$ cat src/rtl/esd_pkg.sv
// Shared types and character codes for the escape sequence decoder.
`default_nettype none

package esd_pkg;

    localparam int CODE_W  = 16;
    localparam int VAL_W   = 10;
    localparam int MAX_OUT = 3;

    // parse modes
    localparam logic [1:0] MODE_PLAIN = 2'd0;
    localparam logic [1:0] MODE_ESC   = 2'd1;
    localparam logic [1:0] MODE_HEX   = 2'd2;
    localparam logic [1:0] MODE_DEC   = 2'd3;

    localparam logic [CODE_W-1:0] CH_BSLASH = 16'h005C;
    localparam logic [CODE_W-1:0] CH_DQUOTE = 16'h0022;
    localparam logic [CODE_W-1:0] CH_QUOTE  = 16'h0027;
    localparam logic [CODE_W-1:0] CH_X      = 16'h0078;
    localparam logic [CODE_W-1:0] CH_A      = 16'h0061;
    localparam logic [CODE_W-1:0] CH_B      = 16'h0062;
    localparam logic [CODE_W-1:0] CH_F      = 16'h0066;
    localparam logic [CODE_W-1:0] CH_N      = 16'h006E;
    localparam logic [CODE_W-1:0] CH_R      = 16'h0072;
    localparam logic [CODE_W-1:0] CH_T      = 16'h0074;
    localparam logic [CODE_W-1:0] CH_0      = 16'h0030;
    localparam logic [CODE_W-1:0] CH_9      = 16'h0039;
    localparam logic [CODE_W-1:0] CH_UC_A   = 16'h0041;
    localparam logic [CODE_W-1:0] CH_UC_F   = 16'h0046;

    localparam logic [CODE_W-1:0] CTL_BEL = 16'd7;
    localparam logic [CODE_W-1:0] CTL_BS  = 16'd8;
    localparam logic [CODE_W-1:0] CTL_FF  = 16'd12;
    localparam logic [CODE_W-1:0] CTL_LF  = 16'd10;
    localparam logic [CODE_W-1:0] CTL_CR  = 16'd13;
    localparam logic [CODE_W-1:0] CTL_TAB = 16'd9;

    typedef struct packed {
        logic [CODE_W-1:0] char_code;
        logic              final_char;
    } in_item_t;

    typedef struct packed {
        logic [CODE_W-1:0] out_code;
        logic              final_out;
    } out_item_t;

    // results of one input item, entry 0 goes out first
    typedef struct packed {
        logic [MAX_OUT-1:0][CODE_W-1:0] codes;
        logic [1:0]                     count;
        logic                           last;
    } esd_group_t;

endpackage

`default_nettype wire

$ cat src/rtl/esd_decode.sv
// Parse state and single-pass decode of one character into up to three results.
`default_nettype none

module esd_decode (
    input  wire logic                       clk,
    input  wire logic                       rst_n,
    input  wire logic                       advance,
    input  wire logic [esd_pkg::CODE_W-1:0] char_code,
    input  wire logic                       final_char,
    output esd_pkg::esd_group_t             group
);

    logic [1:0]                   mode_reg, mode_next;
    logic [1:0]                   cnt_reg, cnt_next;
    logic [esd_pkg::VAL_W-1:0]    val_reg, val_next;

    logic                         is_dec;
    logic                         is_hex;
    logic [3:0]                   hex_digit;
    logic [esd_pkg::VAL_W-1:0]    hex_acc;
    logic [esd_pkg::VAL_W-1:0]    dec_acc;
    logic [esd_pkg::CODE_W-1:0]   val_code;

    always_comb
    begin
        is_dec    = (char_code >= esd_pkg::CH_0) && (char_code <= esd_pkg::CH_9);
        is_hex    = 1'b1;
        hex_digit = 4'd0;
        if (is_dec)
        begin
            hex_digit = char_code[3:0];
        end
        else if ((char_code >= esd_pkg::CH_A) && (char_code <= esd_pkg::CH_F))
        begin
            hex_digit = char_code[3:0] + 4'd9;
        end
        else if ((char_code >= esd_pkg::CH_UC_A) && (char_code <= esd_pkg::CH_UC_F))
        begin
            hex_digit = char_code[3:0] + 4'd9;
        end
        else
        begin
            is_hex = 1'b0;
        end
        // value*16 + digit and value*10 + digit, kept to 10 bits
        hex_acc  = {val_reg[5:0], hex_digit};
        dec_acc  = {val_reg[6:0], 3'b000} + {val_reg[8:0], 1'b0}
                 + {6'd0, char_code[3:0]};
        val_code = {{(esd_pkg::CODE_W-esd_pkg::VAL_W){1'b0}}, val_reg};
    end

    always_comb
    begin
        logic [1:0]                      n;
        logic                            take_plain;
        logic [esd_pkg::VAL_W-1:0]       flush_val;

        n          = 2'd0;
        take_plain = 1'b0;
        mode_next  = mode_reg;
        cnt_next   = cnt_reg;
        val_next   = val_reg;
        group      = '0;
        flush_val  = val_reg;

        case (mode_reg)
            esd_pkg::MODE_PLAIN:
            begin
                take_plain = 1'b1;
            end
            esd_pkg::MODE_ESC:
            begin
                mode_next = esd_pkg::MODE_PLAIN;
                case (char_code)
                    esd_pkg::CH_A: begin group.codes[n] = esd_pkg::CTL_BEL; n = n + 2'd1; end
                    esd_pkg::CH_B: begin group.codes[n] = esd_pkg::CTL_BS;  n = n + 2'd1; end
                    esd_pkg::CH_F: begin group.codes[n] = esd_pkg::CTL_FF;  n = n + 2'd1; end
                    esd_pkg::CH_N: begin group.codes[n] = esd_pkg::CTL_LF;  n = n + 2'd1; end
                    esd_pkg::CH_R: begin group.codes[n] = esd_pkg::CTL_CR;  n = n + 2'd1; end
                    esd_pkg::CH_T: begin group.codes[n] = esd_pkg::CTL_TAB; n = n + 2'd1; end
                    esd_pkg::CH_DQUOTE, esd_pkg::CH_QUOTE, esd_pkg::CH_BSLASH:
                    begin
                        group.codes[n] = char_code;
                        n = n + 2'd1;
                    end
                    esd_pkg::CH_X:
                    begin
                        mode_next = esd_pkg::MODE_HEX;
                        cnt_next  = 2'd0;
                        val_next  = '0;
                    end
                    default:
                    begin
                        if (is_dec)
                        begin
                            mode_next = esd_pkg::MODE_DEC;
                            cnt_next  = 2'd1;
                            val_next  = {6'd0, char_code[3:0]};
                        end
                        else
                        begin
                            group.codes[n] = esd_pkg::CH_BSLASH;
                            n = n + 2'd1;
                            group.codes[n] = char_code;
                            n = n + 2'd1;
                        end
                    end
                endcase
            end
            esd_pkg::MODE_HEX:
            begin
                if (is_hex)
                begin
                    val_next = hex_acc;
                    cnt_next = cnt_reg + 2'd1;
                    if (cnt_next >= 2'd2)
                    begin
                        group.codes[n] = {{(esd_pkg::CODE_W-esd_pkg::VAL_W){1'b0}}, hex_acc};
                        n = n + 2'd1;
                        mode_next = esd_pkg::MODE_PLAIN;
                    end
                end
                else
                begin
                    if (cnt_reg == 2'd0)
                    begin
                        group.codes[n] = esd_pkg::CH_BSLASH;
                        n = n + 2'd1;
                        group.codes[n] = esd_pkg::CH_X;
                        n = n + 2'd1;
                    end
                    else
                    begin
                        group.codes[n] = val_code;
                        n = n + 2'd1;
                    end
                    take_plain = 1'b1;
                end
            end
            default:
            begin
                if (is_dec)
                begin
                    val_next = dec_acc;
                    cnt_next = cnt_reg + 2'd1;
                    if (cnt_next >= 2'd3)
                    begin
                        group.codes[n] = {{(esd_pkg::CODE_W-esd_pkg::VAL_W){1'b0}}, dec_acc};
                        n = n + 2'd1;
                        mode_next = esd_pkg::MODE_PLAIN;
                    end
                end
                else
                begin
                    group.codes[n] = val_code;
                    n = n + 2'd1;
                    take_plain = 1'b1;
                end
            end
        endcase

        if (take_plain)
        begin
            if (char_code == esd_pkg::CH_BSLASH)
            begin
                mode_next = esd_pkg::MODE_ESC;
            end
            else
            begin
                mode_next = esd_pkg::MODE_PLAIN;
                group.codes[n] = char_code;
                n = n + 2'd1;
            end
        end

        // end of text: flush whatever escape is still open
        if (final_char)
        begin
            flush_val = val_next;
            case (mode_next)
                esd_pkg::MODE_ESC:
                begin
                    group.codes[n] = esd_pkg::CH_BSLASH;
                    n = n + 2'd1;
                end
                esd_pkg::MODE_HEX:
                begin
                    if (cnt_next == 2'd0)
                    begin
                        group.codes[n] = esd_pkg::CH_BSLASH;
                        n = n + 2'd1;
                        group.codes[n] = esd_pkg::CH_X;
                        n = n + 2'd1;
                    end
                    else
                    begin
                        group.codes[n] = {{(esd_pkg::CODE_W-esd_pkg::VAL_W){1'b0}}, flush_val};
                        n = n + 2'd1;
                    end
                end
                esd_pkg::MODE_DEC:
                begin
                    group.codes[n] = {{(esd_pkg::CODE_W-esd_pkg::VAL_W){1'b0}}, flush_val};
                    n = n + 2'd1;
                end
                default:
                begin
                end
            endcase
            mode_next = esd_pkg::MODE_PLAIN;
            cnt_next  = 2'd0;
            val_next  = '0;
        end

        group.count = n;
        group.last  = final_char;
    end

    always_ff @(posedge clk or negedge rst_n)
    begin
        if (!rst_n)
        begin
            mode_reg <= esd_pkg::MODE_PLAIN;
            cnt_reg  <= 2'd0;
            val_reg  <= '0;
        end
        else if (advance)
        begin
            mode_reg <= mode_next;
            cnt_reg  <= cnt_next;
            val_reg  <= val_next;
        end
    end

endmodule

`default_nettype wire

$ cat config.mk
export PLATFORM = sky130hd
export DESIGN_NAME = esd_decode
export DESIGN_NICKNAME = d
export VERILOG_FILES = /design/src/rtl/esd_pkg.sv /design/src/rtl/esd_decode.sv
export SDC_FILE = /design/constraint.sdc
export NUM_CORES = 1
export LEC_CHECK = 0
export BUFFER_PORTS_ARGS = -buffer_cell sky130_fd_sc_hd__buf_4
export CORE_AREA = 2 2 114 105
export CTS_CLUSTER_SIZE = 8
export DETAILED_ROUTE_END_ITERATION = 12
export DIE_AREA = 0 0 116 107
export PLACE_DENSITY = 0.67
export SYNTH_ARGS = -nofsm -noshare
export SYNTH_HDL_FRONTEND = slang
export SYNTH_SLANG_ARGS = --single-unit
$ cat constraint.sdc
create_clock -name clk -period 5.7 [get_ports clk]
set_clock_uncertainty 0.2 [all_clocks]
set_input_delay 1.14 -clock clk [delete_from_list [all_inputs] [get_ports clk]]
set_output_delay 1.14 -clock clk [all_outputs]
set_load 0.02 [all_outputs]
==> impl_summary.md <==
Drt
The detail route stage leaves a number of antenna-violating nets equal to 0. After detailed routing, the average wire length per cell comes to 21.0 um. The total wirelength of the detailed-routed design is 18.0 mm. The number of design rule violations left after detail routing is 0. The number of DRC markers after the initial detailed-route iteration is 651. The detailed router placed 5,215 vias in this run. The via density per instance is 6.07. The first detailed-routing pass ran for 5 iterations.

Power and ir drop
The internal portion of the total power is 0.000256 W. Net switching is 29.1% of the power. The worst ir drop on vdd is 0.193 mV.

The power density relative to cell area is 61.2 mW/mm^2. The switching power summed over all nets is 0.000105 W. Combinational logic burns 31.7% of the power.

The leakage power is 2.53 nW. The power share of the clock group is 40.7%. The share of total power dissipated in sequential elements is 27.6%.

Worst setup path
The critical path starts at char_code[3]. The cell family with the largest share of critical-path delay is compound AO/OA/AOI/OAI gates. The highest-delay cell along the critical path is sky130_fd_sc_hd__or4_4. STA puts the critical path data arrival time at 4.37 ns. The largest single stage delay on the critical path is 0.46 ns. The startpoint of the most critical register-to-register path is val_reg[0]. Walking the worst path, the cells encountered are buf_4 -> buf_4 -> inv_2 -> o31ai_4 -> nor2_4 -> buf_4 -> o31a_2 -> buf_4 -> nand2b_4 -> mux2i_4 -> inv_2 -> ha_4 -> a2111oi_2 -> or4_4 -> a22o_1 -> a31oi_2 -> buf_4. The category of the critical setup timing path is in2out. The peak fanout along the critical path is 7. STA classifies the critical path startpoint as a primary input.

The category of the worst setup path capture point is an output port. The buffers plus inverters on the worst setup path is 7. The most numerous cell on the critical path is sky130_fd_sc_hd__buf_4.

The required time at the worst-slack endpoint is 4.36 ns. The setup check on the worst reg-to-reg path leaves a slack of 2.41 ns.

Final layout
The multi-input combinational cells in the finished layout cover a total of 0.00363 mm^2. The antenna diode count is 0. The area taken by flip-flops and latches is 350 um^2. The area growth from synthesis to layout is 54.7%.

The number of cells in the finished layout apart from fillers is 859. The register with the most flip-flops in the layout has 10 of them. The net total in the final layout is 759. The number of filler cells placed in the layout is 1,087. Of the cells placed in the final design, the portion with a size suffix greater than 1 is 40.1%.

Logic synthesis
The synthesized netlist contains 79 unique library cells. After synthesis the netlist holds a flip-flop and latch count of 14. The synthesized area per cell is 6.87 um^2. The number of enable flip-flop cells after synthesis is 0. The share of flip-flops with an asynchronous set or reset after synthesis is 100%. After synthesis the cells add up to 0.00381 mm^2. Among all flip-flop cells after synthesis, the most frequent one is sky130_fd_sc_hd__dfrtp_1. In the post-synthesis netlist, the biggest area contributors are sky130_fd_sc_hd__ha_1, sky130_fd_sc_hd__dfrtp_1, sky130_fd_sc_hd__nand2_1, sky130_fd_sc_hd__a21oi_1, sky130_fd_sc_hd__o21ai_0. The synthesized design spends more area on one cell type than any other, namely sky130_fd_sc_hd__ha_1.

The number of standard cells after synthesis is 555. The number of synthesis warnings is 0. The number of nets produced by synthesis is 610. The sequential-to-total area share from yosys stat is 9.19%. The synthesized design devotes to its leading area cell type 10.8% of total area.

Global route
The first global-routing pass estimated 27.8 mm of wire. The number of antenna violations at the first check in global routing is 0. The total global-route track usage is 28.7%. The overall overflow remaining after global route is 0. The via count of the first global-routing pass is 4,933. The largest net degree at the start of global routing is 22.

Die
In this run the vertical extent of the chip is 107 um. The core region is 0.0112 mm^2. The floorplan has 37 rows. The width of the chip is 116 um. In this run the count of I/O pins placed on the die edge is 71. The effective utilization at floorplan is 34.0%. The die area is 0.0124 mm^2.

Clock tree
The count of H-tree levels built during CTS is 1. For this design, the CTS-stage hold fixing added 0 buffers. For this design, the sink count on the clock tree is 14. The CTS tree is built.

For the worst-skew pair, the clock arrives at the later sink with an insertion delay of 0.24 ns. The clock-pin slew on the worst setup and hold paths is 0.04 ns. The root buffer selected by CTS is sky130_fd_sc_hd__clkbuf_16. The CTS buffer count is 3.

No sink is reached through more buffers than the 2 on the longest clock path.

STA
The number of pins exceeding their max-slew limit in the final report is 0. The time the worst path needs with I/O delays and setup is 5.71 ns. The smallest setup slack after layout is -0.00745 ns. The slew at the pin with the worst max-slew slack is 0.795 ns. The achievable frequency is 0.175 GHz. Setup violations remaining at the end of the flow were counted as 1. The total count of hold-check failures in the final report came to 0. The worst path uses 100% of the clock period. Setup repair after global routing could not meet its margin everywhere. The total negative slack is -0.00745 ns. The worst slew slack as a fraction of its limit is 47.0%.

Place
The pre-CTS setup slack is -0.302 ns. The placed instance count is 846. The number of buffers added on ports is 70. Detailed placement finished with a half-perimeter wire length of 14.1 mm.

The final weighted congestion of routability-driven global placement is 1.03.

Min path
The worst hold path begins at val_reg[9]. The min-delay analysis places its worst path in the category reg2reg.

Outcome
The flow ran to the end, but the final reports show violations. The final reports fail on setup timing.

Run
The tool flagged a number of max-cap violations equal to 0.
metrics by stage:
stage / cell area (um^2) / total power (W) / hold slack, ns / util (%)
2_1_floorplan: 4160 / 0.000152 / 0.348 / -
3_3_place_gp: 5480 / 0.000207 / 0.375 / 48.9
3_5_place_dp: 5480 / 0.000208 / 0.385 / 48.9
4_1_cts: 5770 / 0.000361 / 0.394 / 51.5
5_1_grt: 5900 / 0.000374 / 0.432 / 52.7
6_report: 5900 / 0.000361 / 0.390 / 52.7
layout by cell type (no fill, tap or decap), types with 9 or more instances in the layout:
cell type / n
sky130_fd_sc_hd__xnor2_1: 10
sky130_fd_sc_hd__a31oi_1: 10
sky130_fd_sc_hd__buf_4: 176
sky130_fd_sc_hd__ha_1: 26
sky130_fd_sc_hd__nor2b_1: 10
sky130_fd_sc_hd__nand3_1: 19
sky130_fd_sc_hd__nand2_1: 58
sky130_fd_sc_hd__inv_1: 32
sky130_fd_sc_hd__a21oi_1: 36
sky130_fd_sc_hd__dfrtp_1: 14
sky130_fd_sc_hd__nor3_1: 20
sky130_fd_sc_hd__o22ai_1: 14
sky130_fd_sc_hd__and2_1: 9
sky130_fd_sc_hd__nor2_1: 28
sky130_fd_sc_hd__o21ai_0: 29
sky130_fd_sc_hd__and3_1: 11
kinds of logic after synthesis:
logic type,count (synthesis),synth area share [%]
XOR/XNOR,11,2.53
buffers and inverters,81,9.35
flip-flops,14,9.19
AND/OR/NAND/NOR,206,28.3
adder cells (fa/ha/maj),35,11.9
multiplexers,4,1.21
AO/OA/AOI/OAI,204,37.5
routing by layer:
layer	vias up	global-route usage (%)	share of wire, %
li1	2384	-	-
met1	2455	41.8	43
met2	337	42.6	43
met3	39	4.75	11
met4	0	9.44	3.0
met5	-	0	0
final cells by class:
class | count | share of cell area, %
Multi-Input combinational cell | 460 | 61.6
Timing Repair Buffer | 187 | 25.1
Sequential cell | 14 | 5.94
Tap cell | 156 | 3.31
Inverter | 38 | 2.59
Clock buffer | 4 | 1.51
power groups by stage:
stage | clock (W) | sequential, W | combinational [W]
after CTS | 0.000150 | 0.0000996 | 0.000111
after floorplan | 0 | 0.000101 | 0.0000503
after detailed placement | 0 | 0.000101 | 0.000106
after global placement | 0 | 0.000101 | 0.000106
after global routing | 0.000153 | 0.0000995 | 0.000121
final | 0.000147 | 0.0000997 | 0.000114
worst register-to-register path: stages (launching register included):
cell                      delay, ns
sky130_fd_sc_hd__dfrtp_1       0.47
sky130_fd_sc_hd__fa_1          0.51
sky130_fd_sc_hd__ha_1          0.30
sky130_fd_sc_hd__a21o_1        0.19
sky130_fd_sc_hd__a21oi_2       0.18
sky130_fd_sc_hd__o21ai_2       0.10
sky130_fd_sc_hd__o41ai_2       0.27
sky130_fd_sc_hd__buf_4         0.17
sky130_fd_sc_hd__xnor2_1       0.11
sky130_fd_sc_hd__a21oi_1       0.11
sky130_fd_sc_hd__or2_2         0.33
sky130_fd_sc_hd__buf_4         0.14
sky130_fd_sc_hd__o22ai_1       0.12
what timing repair did:
item	CTS	global route
buffers inserted	6	4
pin swaps	13	11
setup endpoints to repair	30	31
gates resized for setup	31	23
Yosys cell counts (all sizes together), types with 10 or more instances:
master  instances
nand2          58
o21ai          38
o22ai          17
ha             33
and3           14
clkbuf         22
xnor2          10
a311oi         10
buf            21
dfrtp          14
nor3           25
a31oi          13
nand3          20
and2           11
a21oi          40
nor2b          10
nor2           33
inv            38
final timing paths:
kind                                   end  cells past startpoint
worst max-delay path             group[22]                     17
worst min-delay path            val_reg[9]                      2
worst max register to register  val_reg[9]                     12
worst min register to register  val_reg[9]                      2
max in group asynchronous       cnt_reg[1]                      1
min in group asynchronous       val_reg[5]                      1
No activity file was read; power rests on OpenSTA's default activity.
